File: config.mk
export PLATFORM = sky130hd
export DESIGN_NAME = kci_div
export DESIGN_NICKNAME = d
export VERILOG_FILES = /design/src/hdl/kci_pkg.sv /design/src/hdl/kci_div.sv
export SDC_FILE = /design/constraint.sdc
export NUM_CORES = 1
export LEC_CHECK = 0
export BUFFER_PORTS_ARGS = -buffer_cell sky130_fd_sc_hd__buf_2
export CAP_MARGIN = 20
export CORE_ASPECT_RATIO = 1.1
export CORE_MARGIN = 3
export CORE_UTILIZATION = 40
export CTS_CLUSTER_SIZE = 20
export DETAILED_ROUTE_END_ITERATION = 7
export PLACE_DENSITY_LB_ADDON = 0.3
export SLEW_MARGIN = 15
export SYNTH_ARGS = -nofsm -noshare
export SYNTH_HDL_FRONTEND = slang
export SYNTH_SLANG_ARGS = --single-unit
File: constraint.sdc
create_clock -name clk -period 3.5 [get_ports clk]
set_input_delay 0.175 -clock clk [delete_from_list [all_inputs] [get_ports clk]]
set_output_delay 0.175 -clock clk [all_outputs]
set_load 0.03 [all_outputs]
File: src/hdl/kci_pkg.sv
// Shared types and constants for the keyframe color interpolator.
package kci_pkg;

    localparam int LED_COUNT_DEF    = 256;
    localparam int KEYS_PER_LED_DEF = 16;

    localparam logic [1:0] REQ_BEGIN  = 2'd0;
    localparam logic [1:0] REQ_WRITE  = 2'd1;
    localparam logic [1:0] REQ_RENDER = 2'd2;

    typedef struct packed {
        logic [1:0]  req_type;
        logic [7:0]  led_index;
        logic [3:0]  point_index;
        logic [31:0] key_time;
        logic [7:0]  shape_code;
        logic [7:0]  key_red;
        logic [7:0]  key_green;
        logic [7:0]  key_blue;
        logic [31:0] time_shift;
        logic [31:0] now_ms;
    } req_t;

    typedef struct packed {
        logic [7:0] out_led;
        logic [7:0] out_red;
        logic [7:0] out_green;
        logic [7:0] out_blue;
        logic       color_valid;
    } rsp_t;

    typedef struct packed {
        logic [31:0] ktime;
        logic [7:0]  red;
        logic [7:0]  green;
        logic [7:0]  blue;
        logic        active;
    } key_entry_t;

    localparam int KEY_ENTRY_W = $bits(key_entry_t);

    typedef struct packed {
        logic        start;
        logic [5:0]  steps;
        logic [31:0] rem_init;
        logic [31:0] dividend;
        logic [31:0] divisor;
    } div_req_t;

    typedef struct packed {
        logic        done;
        logic [31:0] quot;
        logic [31:0] rem;
    } div_rsp_t;

endpackage

File: src/hdl/kci_div.sv
// Iterative restoring divider, one quotient bit per cycle, preloadable remainder.
module kci_div import kci_pkg::*; (
    input  logic     clk,
    input  logic     rst_n,
    input  div_req_t cmd,
    output div_rsp_t rsp
);

    logic [31:0] rem_reg, rem_next;
    logic [31:0] sh_reg, sh_next;
    logic [31:0] q_reg, q_next;
    logic [31:0] div_reg, div_next;
    logic [5:0]  cnt_reg, cnt_next;
    logic        run_reg, run_next;
    logic        done_reg, done_next;

    logic [32:0] trial;
    logic [32:0] diff;
    logic        ge;

    always_comb
    begin
        trial = {rem_reg, sh_reg[31]};
        diff  = trial - {1'b0, div_reg};
        ge    = trial >= {1'b0, div_reg};

        rem_next  = rem_reg;
        sh_next   = sh_reg;
        q_next    = q_reg;
        div_next  = div_reg;
        cnt_next  = cnt_reg;
        run_next  = run_reg;
        done_next = run_reg && (cnt_reg == 6'd1);

        if (cmd.start)
        begin
            rem_next = cmd.rem_init;
            sh_next  = cmd.dividend;
            q_next   = '0;
            div_next = cmd.divisor;
            cnt_next = cmd.steps;
            run_next = 1'b1;
        end
        else if (run_reg)
        begin
            // partial remainder stays below the divisor, so 32 bits hold it
            rem_next = ge ? diff[31:0] : trial[31:0];
            sh_next  = {sh_reg[30:0], 1'b0};
            q_next   = {q_reg[30:0], ge};
            cnt_next = cnt_reg - 6'd1;
            if (cnt_reg == 6'd1)
            begin
                run_next = 1'b0;
            end
        end
    end

    always_ff @(posedge clk or negedge rst_n)
    begin
        if (!rst_n)
        begin
            cnt_reg  <= '0;
            run_reg  <= 1'b0;
            done_reg <= 1'b0;
        end
        else
        begin
            cnt_reg  <= cnt_next;
            run_reg  <= run_next;
            done_reg <= done_next;
        end
    end

    always_ff @(posedge clk)
    begin
        rem_reg <= rem_next;
        sh_reg  <= sh_next;
        q_reg   <= q_next;
        div_reg <= div_next;
    end

    assign rsp = '{done: done_reg, quot: q_reg, rem: rem_reg};

endmodule

==> metrics.md <==
| Metric | Value |
|---|---|
| Crit path DAT | `3.44 ns` |
| FFs w/ async S/R, synth | `5.88%` |
| Max Freq | `306 MHz` |
| Area Overhead vs Synth | `28.0%` |
| Routed WL | `18.1 mm` |
| Global-route wire length before repair | `28.6 mm` |
| Final setup fails | `0` |
| Non-Filler Instances | `~1100` |
| FP Rows | `approximately 50` |
| Peak supply drop | `0.381 mV` |
| Status | `finished, final reports clean` |
| Max-cap violation count | `0` |
| Worst slack, placed | `0.250 ns` |
| Via/cell ratio | `around 5` |
| R2R Path Start | `rem_reg[11]` |
| Critical path endpoint category | `flop` |
| Pleak | `4.38 nW` |
| DR iter-0 viols | `218` |
| Number of synthesized flops with an enable pin | `96` |
| Max Clock Skew | `0.0137 ns` |
| DP HPWL | `12.8 mm` |
| Clk network pwr share | `22.5%` |
| Synth Register Bits | `136` |
| DRT antenna net count | `0` |
| Critical Path RT | `roughly 3.7 ns` |
| Comb power frac | `between 40% and 50%` |
| Layout cells sized above 1 | `32.2%` |
| CTS root buf | `clkbuf_16` |
| Height of the die | `around 150 um` |
| Residual DRC | `0` |
| Clock period minus worst slack | `3.27 ns` |
| DR WL/cell | `16.1 um` |
| Final Hold Fails | `0` |
| Fin crit share | `93.3%` |
| Clk sinks | `136` |
| Placed inst area | `8580 sq um` |
| Critical path class | `reg2reg` |
| GRT overflow | `0` |
| Flop pwr share | `between 20% and 30%` |
| # port buffers | `between 150 and 200` |
| Pre-antenna DRT Iters | `5` |
| Clk_lat worst skew | `0.42 ns` |
| Internal power | `0.00476 W` |
| FILL cells | `1648` |
| Crit path max fanout | `12` |
| Ports | `170` |
| Fin area | `9570 sq um` |
| Initial antenna violation count | `2` |
| Capture point of the worst reg-to-reg path | `rem_reg[14]` |
| Worst R2R Setup Slack | `0.23 ns` |
| Register area share after synthesis | `49.8%` |
| Cell Area, Synth | `7470 sq um` |
| Hold Path Class | `in2reg` |
| Vias in the first global route | `5731` |
| Total Neg Setup Slack | `0 ns` |
| Hold endpoint | `sh_reg[0]` |
| Slew margin rel. | `53.1%` |
| Startpoint Class | `flop` |
| Synth Instances | `668` |
| Max Transition Viols Final | `0` |
| Vias | `5732` |
| Worst slew pin tran | `0.704 ns` |
| Cells on Worst Hold Path | `2` |
| Global placer's final weighted congestion | `0.881` |
| Worst reg-to-reg path cell count | `9` |
| Clk buf depth | `2` |
| Pwr dens | `819 nW/um^2` |
| Initial Util | `41.5%` |
| Synth unique cells | `59` |
| Switch Pwr | `approximately 0.0031 W` |
| Worst Hold Launch | `cmd[32]` |
| Syn nets | `808` |
| Syn avg cell area | `between 10 and 15 sq um` |
| CORE AREA | `18000 sq um` |
| Overall Global Routing Usage | `17.9%` |
| Final Worst Setup Slack | `0.234 ns` |
| Dpl cells | `about 1100` |
| Die area | `20400 sq um` |
| Die X-Extent | `136 um` |
| TritonCTS clock tree | `done` |
| H-tree level count | `4` |
| RSZ-0062 raised after global routing | `no` |
| Final nets | `roughly 1000` |
| Synth warn | `0` |
| Synth Flop Type | `edfxtp_1` |
| Pin count of the biggest net entering global routing | `79` |
| Worst-path clk slew | `around 0.060 ns` |
| CTS Buf Count | `17` |
| Switching share of power | `around 40%` |
[cell usage after synthesis, types with 17 or more instances]
| master | count | area share [%] |
|---|---|---|
| nand2_1 | 48 | 2.4 |
| edfxtp_1 | 96 | 39 |
| a21oi_1 | 37 | 2.5 |
| inv_1 | 37 | 1.9 |
| xnor2_1 | 19 | 2.2 |
| nor2_1 | 51 | 2.6 |
| mux2_2 | 46 | 6.9 |
| clkbuf_1 | 17 | 0.85 |
| ha_1 | 34 | 5.7 |
| dfxtp_1 | 32 | 8.6 |
| mux2i_1 | 36 | 4.8 |
| o21ai_0 | 27 | 1.8 |
[cell type report]
type                            count  area [sq um]  share of cell area [%]
Antenna cell                        1          2.50                  0.0262
Clock buffer                       20           489                    5.11
Clock inverter                     12          95.1                   0.994
Inverter                           37           139                    1.45
Multi-Input combinational cell    459          3450                    36.1
Sequential cell                   136          3720                    38.9
Tap cell                          238           298                    3.11
Timing Repair Buffer              223          1370                    14.3
[power by group through the flow]
stage	Clock [W]	Sequential (W)	Combinational (W)
floorplan	0	0.00271	0.00243
global placement	0	0.00235	0.00365
detailed placement	0	0.00236	0.00366
CTS	0.00181	0.00233	0.00372
global route	0.00188	0.00237	0.00410
finish	0.00177	0.00233	0.00374
[cells by family (layout without fill, tap and decap cells)]
group                    count (synthesis)  count (layout)  share of synthesized area (%)
adder cells (fa/ha/maj)                 35              35                           5.96
AND/OR/NAND/NOR                        172             172                           11.3
XOR/XNOR                                29              29                           3.40
buffers and inverters                   74             292                           4.17
other                                    0               1                              0
multiplexers                            92              92                           13.8
AO/OA/AOI/OAI                          130             131                           11.6
flip-flops                             136             136                           49.8
[critical path: stages (launching register included)]
cell,delay (ns)
edfxtp_1,0.43
ha_1,0.47
a21oi_2,0.12
a2111oi_0,0.45
a32o_1,0.20
a31oi_2,0.07
o31ai_4,0.31
a21o_2,0.39
mux2_4,0.33
mux2_2,0.25
[layer usage]
| layer | up-vias | wire [um] | track usage (%) |
|---|---|---|---|
| met5 | - | 21 | 0 |
| met4 | 4 | 307 | 6.20 |
| met3 | 27 | 1150 | 5.60 |
| met2 | 154 | 8780 | 29.3 |
| met1 | 2680 | 7880 | 22.3 |
| li1 | 2867 | - | - |
[cells in the final DEF (no fill, tap or decap), drive strengths merged, types with 8 or more instances in the layout]
cell type    count
buf            184
edfxtp          96
mux2            56
nor2            51
nand2           48
inv             47
a21oi           40
dlygate4sd3     39
mux2i           36
ha              34
dfxtp           32
o21ai           28
clkbuf          20
xnor2           19
a21o            18
nor2b           16
xor2            10
nor4             9
nand4            8
dfrtp            8
[per-stage QoR]
step                      hold WS (ns)  utilization, %  total power [W]
after floorplan                 -0.121               -          0.00514
after global placement          0.0288            47.7          0.00600
after detailed placement        0.0328            47.7          0.00603
after CTS                       0.0148            53.1          0.00787
after global routing            0.0310            53.2          0.00835
final                           0.0320            53.2          0.00784
[worst max-delay path by stage]
| stage | from | depth (start not counted) | to |
|---|---|---|---|
| 2_1_floorplan | rem_reg[17] | 11 | rem_reg[10] |
| 3_3_place_gp | rem_reg[13] | 10 | rem_reg[4] |
| 3_5_place_dp | rem_reg[13] | 10 | rem_reg[3] |
| 4_1_cts | rem_reg[13] | 10 | rem_reg[3] |
| 5_1_grt | rem_reg[13] | 10 | rem_reg[14] |
| 6_report | rem_reg[11] | 9 | rem_reg[14] |
[timing repair]
item,CTS,global route
hold endpoints to repair,46,0
setup buffers,0,0
hold buffers,39,0
endpoints found under the setup margin,0,3
gates resized for setup,0,1
No activity file was read; power rests on OpenSTA's default activity.
